**src/rtl/core/tmhd_pkg.sv**
```systemverilog
// Shared types, constants and the reciprocal table of the torus hop distance unit.
// Depends on nothing; imported by both design modules, the checker and the test.
`default_nettype none

package tmhd_pkg;

  // Geometry limits
  localparam int unsigned NumDims    = 4;
  localparam int unsigned MaxDims    = 4;
  localparam int unsigned MaxExtent  = 64;
  localparam int unsigned SwW        = 24;
  localparam int unsigned ExtW       = 7;
  localparam int unsigned HopW       = 6;
  localparam int unsigned TotW       = 8;
  localparam int unsigned NdW        = 3;
  localparam int unsigned RecipW     = 32;
  localparam int unsigned RecipShift = 31;
  localparam int unsigned ProdW      = SwW + RecipW;
  localparam int unsigned StageLat   = 3;
  localparam int unsigned Latency    = NumDims * StageLat;

  // Configuration register indexes
  typedef enum logic [2:0] {
    REG_NUM_DIMS = 3'd0,
    REG_EXTENT_0 = 3'd1,
    REG_EXTENT_1 = 3'd2,
    REG_EXTENT_2 = 3'd3,
    REG_EXTENT_3 = 3'd4
  } cfg_reg_e;

  // ceil(2^31 / e): exact quotient for any 24-bit dividend and e up to 64
  localparam logic [63:0] P31 = 64'd2147483648;
  localparam logic [RecipW-1:0] RECIP_TBL [MaxExtent+1] = '{
    32'd0,
    32'((P31+0)/1),   32'((P31+1)/2),   32'((P31+2)/3),   32'((P31+3)/4),
    32'((P31+4)/5),   32'((P31+5)/6),   32'((P31+6)/7),   32'((P31+7)/8),
    32'((P31+8)/9),   32'((P31+9)/10),  32'((P31+10)/11), 32'((P31+11)/12),
    32'((P31+12)/13), 32'((P31+13)/14), 32'((P31+14)/15), 32'((P31+15)/16),
    32'((P31+16)/17), 32'((P31+17)/18), 32'((P31+18)/19), 32'((P31+19)/20),
    32'((P31+20)/21), 32'((P31+21)/22), 32'((P31+22)/23), 32'((P31+23)/24),
    32'((P31+24)/25), 32'((P31+25)/26), 32'((P31+26)/27), 32'((P31+27)/28),
    32'((P31+28)/29), 32'((P31+29)/30), 32'((P31+30)/31), 32'((P31+31)/32),
    32'((P31+32)/33), 32'((P31+33)/34), 32'((P31+34)/35), 32'((P31+35)/36),
    32'((P31+36)/37), 32'((P31+37)/38), 32'((P31+38)/39), 32'((P31+39)/40),
    32'((P31+40)/41), 32'((P31+41)/42), 32'((P31+42)/43), 32'((P31+43)/44),
    32'((P31+44)/45), 32'((P31+45)/46), 32'((P31+46)/47), 32'((P31+47)/48),
    32'((P31+48)/49), 32'((P31+49)/50), 32'((P31+50)/51), 32'((P31+51)/52),
    32'((P31+52)/53), 32'((P31+53)/54), 32'((P31+54)/55), 32'((P31+55)/56),
    32'((P31+56)/57), 32'((P31+57)/58), 32'((P31+58)/59), 32'((P31+59)/60),
    32'((P31+60)/61), 32'((P31+61)/62), 32'((P31+62)/63), 32'((P31+63)/64)
  };

  // Word traveling down the pipe
  typedef struct packed {
    logic [SwW-1:0]               src_q;
    logic [SwW-1:0]               dst_q;
    logic [NumDims-1:0][HopW-1:0] hops;
    logic [NumDims-1:0]           plus;
    logic [TotW-1:0]              total;
  } item_t;

  // Per-dimension settings seen by a stage
  typedef struct packed {
    logic              en;
    logic [ExtW-1:0]   ext;
    logic [RecipW-1:0] recip;
  } dim_cfg_t;

  // Zero maps to one, large values saturate
  function automatic logic [ExtW-1:0] eff_extent(input logic [ExtW-1:0] e);
    logic [ExtW-1:0] r;
    r = e;
    if (e == '0) r = ExtW'(1);
    else if (e > ExtW'(MaxExtent)) r = ExtW'(MaxExtent);
    return r;
  endfunction

endpackage

`default_nettype wire

```
**src/rtl/core/tmhd_dim_stage.sv**
```systemverilog
// One torus dimension: digit split by reciprocal multiply, then ring distance.
// Three register stages; depends on tmhd_pkg.
`default_nettype none

module tmhd_dim_stage #(
  parameter int unsigned DIM = 0
) (
  input  wire logic              clk_i,
  input  wire logic              rst_ni,
  input  wire tmhd_pkg::dim_cfg_t cfg_i,
  input  wire logic              valid_i,
  input  wire tmhd_pkg::item_t   item_i,
  output logic                   valid_o,
  output tmhd_pkg::item_t        item_o
);
  import tmhd_pkg::*;

  // Stage 1: dividend times reciprocal
  logic             v1_q;
  item_t            it1_q;
  logic [ProdW-1:0] ps_d, pd_d, ps_q, pd_q;

  assign ps_d = ProdW'(item_i.src_q) * ProdW'(cfg_i.recip);
  assign pd_d = ProdW'(item_i.dst_q) * ProdW'(cfg_i.recip);

  // Stage 2: quotient and quotient times extent
  logic           v2_q;
  item_t          it2_q;
  logic [SwW-1:0] qs_d, qd_d, qs_q, qd_q;
  logic [SwW-1:0] qes_d, qed_d, qes_q, qed_q;

  assign qs_d  = ps_q[RecipShift +: SwW];
  assign qd_d  = pd_q[RecipShift +: SwW];
  assign qes_d = qs_d * SwW'(cfg_i.ext);
  assign qed_d = qd_d * SwW'(cfg_i.ext);

  // Stage 3: remainders, wrap-aware distance, accumulate
  logic [ExtW-1:0] s, t, up, dn, h;
  logic            p;
  item_t           it3_d, it3_q;
  logic            v3_q;

  always_comb begin
    s = ExtW'(it2_q.src_q - qes_q);
    t = ExtW'(it2_q.dst_q - qed_q);
    if (t > s) begin
      up = t - s;
      dn = s + cfg_i.ext - t;
    end else begin
      up = t + cfg_i.ext - s;
      dn = s - t;
    end
    p = (up <= dn);
    h = p ? up : dn;
    it3_d       = it2_q;
    it3_d.src_q = qs_q;
    it3_d.dst_q = qd_q;
    if (cfg_i.en) begin
      it3_d.hops[DIM] = HopW'(h);
      it3_d.plus[DIM] = p;
      it3_d.total     = it2_q.total + TotW'(h);
    end
  end

  // Valid bits
  always_ff @(posedge clk_i or negedge rst_ni) begin
    if (!rst_ni) begin
      v1_q <= 1'b0;
      v2_q <= 1'b0;
      v3_q <= 1'b0;
    end else begin
      v1_q <= valid_i;
      v2_q <= v1_q;
      v3_q <= v2_q;
    end
  end

  // Payload
  always_ff @(posedge clk_i) begin
    it1_q <= item_i;
    ps_q  <= ps_d;
    pd_q  <= pd_d;
    it2_q <= it1_q;
    qs_q  <= qs_d;
    qd_q  <= qd_d;
    qes_q <= qes_d;
    qed_q <= qed_d;
    it3_q <= it3_d;
  end

  assign valid_o = v3_q;
  assign item_o  = it3_q;

endmodule

`default_nettype wire

```
**config.mk**
```make
export PLATFORM = sky130hd
export DESIGN_NAME = tmhd_dim_stage
export DESIGN_NICKNAME = d
export VERILOG_FILES = /design/src/rtl/core/tmhd_pkg.sv /design/src/rtl/core/tmhd_dim_stage.sv
export SDC_FILE = /design/constraint.sdc
export NUM_CORES = 2
export LEC_CHECK = 0
export BUFFER_PORTS_ARGS = -buffer_cell sky130_fd_sc_hd__buf_2
export CAP_MARGIN = 5
export CORE_MARGIN = 5
export CORE_UTILIZATION = 60
export CTS_BUF_LIST = sky130_fd_sc_hd__clkbuf_4 sky130_fd_sc_hd__clkbuf_8
export CTS_CLUSTER_DIAMETER = 100
export DETAILED_ROUTE_END_ITERATION = 8
export GPL_TIMING_DRIVEN = 0
export PLACE_DENSITY = 0.78
export SLEW_MARGIN = 40
export SYNTH_ARGS = -nofsm -noshare
export SYNTH_HDL_FRONTEND = slang
export SYNTH_SLANG_ARGS = --single-unit
```
**constraint.sdc**
```tcl
create_clock -name clk_i -period 6.71 [get_ports clk_i]
set_input_delay 1.6775 -clock clk_i [delete_from_list [all_inputs] [get_ports clk_i]]
set_output_delay 1.6775 -clock clk_i [all_outputs]
set_load 0.05 [all_outputs]
```
==> metrics.txt <==
status=complete, but fails checks; failing checks=setup timing; Max Cap Viol=0; initial antenna violation count=34; initial core utilization=60.3%; die width=318 um; crit share post-route=113%; met2 Use GR=57.9%; Slew Limit Headroom=between 50% and 60%; RSZ-0062 raised after global routing=yes; ratio of cells with drive above 1 in the final layout=18.2%; reg2reg end=item_o[7]; H-tree Lvls=2; antenna-violating nets left=0; clock root buffer=clkbuf_8; met3 usage=13.3%; Synth Area in Simple Gates=between 15 and 20%; skew final=0.0697 ns; r2r setup slk=0.42 ns; Syn. warnings=0; dominant synthesized flop cell=dfxtp_1; number of I/O pins=212; Site Rows=113; CTS tree=done; Layout Utilization=around 72%; CP arrival=8.12 ns; # fillers=6848; largest net degree at the start of global routing=17; Async S/R FF share, synth=1.01%; FF+latch count, synth=297; Final Hold Fails=0; R2R Path Start=it2_q[60]; busiest grt layer=met2; share of the synthesized area in the top cell type=47.1%; DPL Wire Length=151000 um; Cells after Synth=6069; GRT overflow=0; post-synthesis sequential area ratio=a little over a tenth; Worst setup SP type=primary input; vias in the first global route=about 50000; CP Capture Point=ps_q[54]; cts hold-fix bufs=0; DR pass1 iterations=8; required time of the critical path=7.27 ns; Wirelength per Cell=approximately 24 um; Final #Nets=roughly 8400; Worst setup EP type=flip-flop; endpoints failing setup=48; Synth Area in XOR/XNOR=1.99%; Synth area leader=fa_1; Vias/cell=between 5 and 6; synth unique cells=70; via count=around 45000; Synth Area per Inst=9.41 um^2; Seq. cell area=5960 um^2; global-route wire length before repair=approximately 280000 um; area of the multi-input gates=around 46000 um^2; cell count of the worst reg-to-reg path=31; Slew Limit Fails=0; remaining design rule violation count=0; Post-Syn Area=57100 um^2; post-synthesis compound-gate area fraction=3.33%; syn nets=7961; clk buf depth=3; CTS clk-pin slew, worst paths=0.06 ns; Layout area overhead=19.6%; violation count after the first detailed-routing iteration=between 4000 and 5000; met1 usage=43.7%; clk_lat worst skew=0.77 ns; Die ar.=101000 um^2; kind of critical path=in -> reg; Placer Congestion=1.02; Adder-Cell Fraction of Synth Area=56.3%; worst-margin pin slew=0.683 ns; GR Util All Layers=37.4%; total CTS buffers=48; clk sinks=approximately 300; fmax=132 MHz; Routed WL=around 190000 um; chip height=318 um; post-synthesis mux area share=0.522%; smallest setup slack after layout=-0.847 ns; CP max FO=8; Area contributors post-synth=fa_1 (47%), dfxtp_1 (10%), inv_1 (9.9%); Post-synth EDFFs=0; Tmin final=7.56 ns; Crit. Startpoint=item_i[81]; port bufs=180; hold crit path type=reg -> reg; largest family of logic cells by synthesized area=adder cells; Core Region=between 90000 and 100000 um^2
==> synthesized netlist by cell type, types with 14 or more instances <==
library cell and n:
inv_1 1501, fa_1 1343, nand2_1 814, and2_1 811, ha_1 422, clkbuf_1 304, dfxtp_1 294, a21oi_1 106
xnor2_1 92, a21o_1 57, nor2_1 40, xor2_1 38, o21ai_0 33, nand4_1 18, o21bai_1 16, mux2i_1 14
==> registers in the layout, indices dropped and copies added, names as in the netlist <==
name	flops
it1_q	50
v2_q	1
qes_q	7
valid_o	1
qed_q	7
item_o	84
qd_q	24
qs_q	24
pd_q	24
it2_q	50
ps_q	24
v1_q	1
==> repair_timing <==
item,4_1_cts,5_1_grt
setup endpoints to repair,52,54
resized for setup,704,310
pin swaps,164,168
buffers inserted,132,77
gates cloned,9,4
==> placed cells by master (no fill, tap or decap), types with 31 or more instances in the layout <==
master	count
inv_1	1449
fa_1	1274
nand2_1	768
and2_1	763
ha_1	377
dfxtp_1	294
buf_4	198
buf_2	142
clkbuf_8	138
clkbuf_16	86
xnor2_1	80
clkbuf_4	74
a21oi_1	71
fa_2	69
a21o_1	57
buf_6	54
inv_2	52
and2_4	48
ha_4	42
nand2_2	35
buf_12	33
nor2_1	32
buf_8	31
==> cell type report <==
| class | instances | area share (%) |
|---|---|---|
| well taps | 1265 | 2.32 |
| multi-input cells | 3957 | 67.7 |
| flip-flops and latches | 297 | 8.73 |
| clock inverters | 12 | 0.233 |
| clock buffers | 71 | 1.32 |
| repair buffers | 399 | 4.61 |
| diodes | 20 | 0.0733 |
| plain buffers | 311 | 6.75 |
| inverters | 1501 | 8.26 |
==> metal layers <==
metal | routed length, um | up-vias | share of wire, %
li1 | - | 18300 | -
met1 | 62100 | 22300 | 33
met2 | 83600 | 2934 | 44
met3 | 25700 | 1021 | 14
met4 | 18300 | 14 | 9.6
met5 | 80 | - | 0.042
==> cells by family after synthesis <==
logic type               Yosys count
adder cells (fa/ha/maj)         1765
AO/OA/AOI/OAI                    285
buffers and inverters           1815
XOR/XNOR                         130
AND/OR/NAND/NOR                 1749
flip-flops                       297
multiplexers                      28
==> stage by stage <==
step           hold WS, ns  area [um^2]  cells  setup WS, ns  TNS [ns]
2_1_floorplan        0.310        58800   6069        -0.919    -28.15
3_3_place_gp         0.310        61300   7514         -2.33    -96.78
3_5_place_dp         0.312        61300   7515         -2.35   -100.27
4_1_cts              0.322        66500   7737        -0.842    -29.56
5_1_grt              0.330        68200   7820        -0.986    -35.77
6_report             0.319        68300   7833        -0.847    -28.59
==> worst min-delay path by stage <==
stage                          from          to  slack (ns)  depth (start not counted)
final                       qs_q[8]  item_o[68]        0.32                          0
after global placement    it2_q[21]  item_o[21]        0.31                          0
after global routing      it1_q[14]   it2_q[14]        0.33                          0
after floorplan            it1_q[0]    it2_q[0]        0.31                          0
after CTS                   qs_q[8]  item_o[68]        0.32                          0
after detailed placement  it1_q[14]   it2_q[14]        0.31                          0
==> critical path, cell delays in order <==
cell      delay [ns]
buf_2           0.17
clkbuf_8        0.19
and2_1          0.18
fa_1            0.55
inv_1           0.05
fa_1            0.47
inv_1           0.05
fa_1            0.54
fa_1            0.61
fa_1            0.53
fa_1            0.49
inv_1           0.05
fa_1            0.47
inv_1           0.07
ha_4            0.29
buf_4           0.13
nand4_1         0.20
a21oi_1         0.20
or2_2           0.16
nor4b_4         0.24
o31ai_4         0.16
a21oi_2         0.20
a21o_1          0.19
a21oi_2         0.08
xnor2_1         0.13
Power is not shown: default switching activity piles up to over one toggle a cycle in this logic, so the estimate is an artifact.
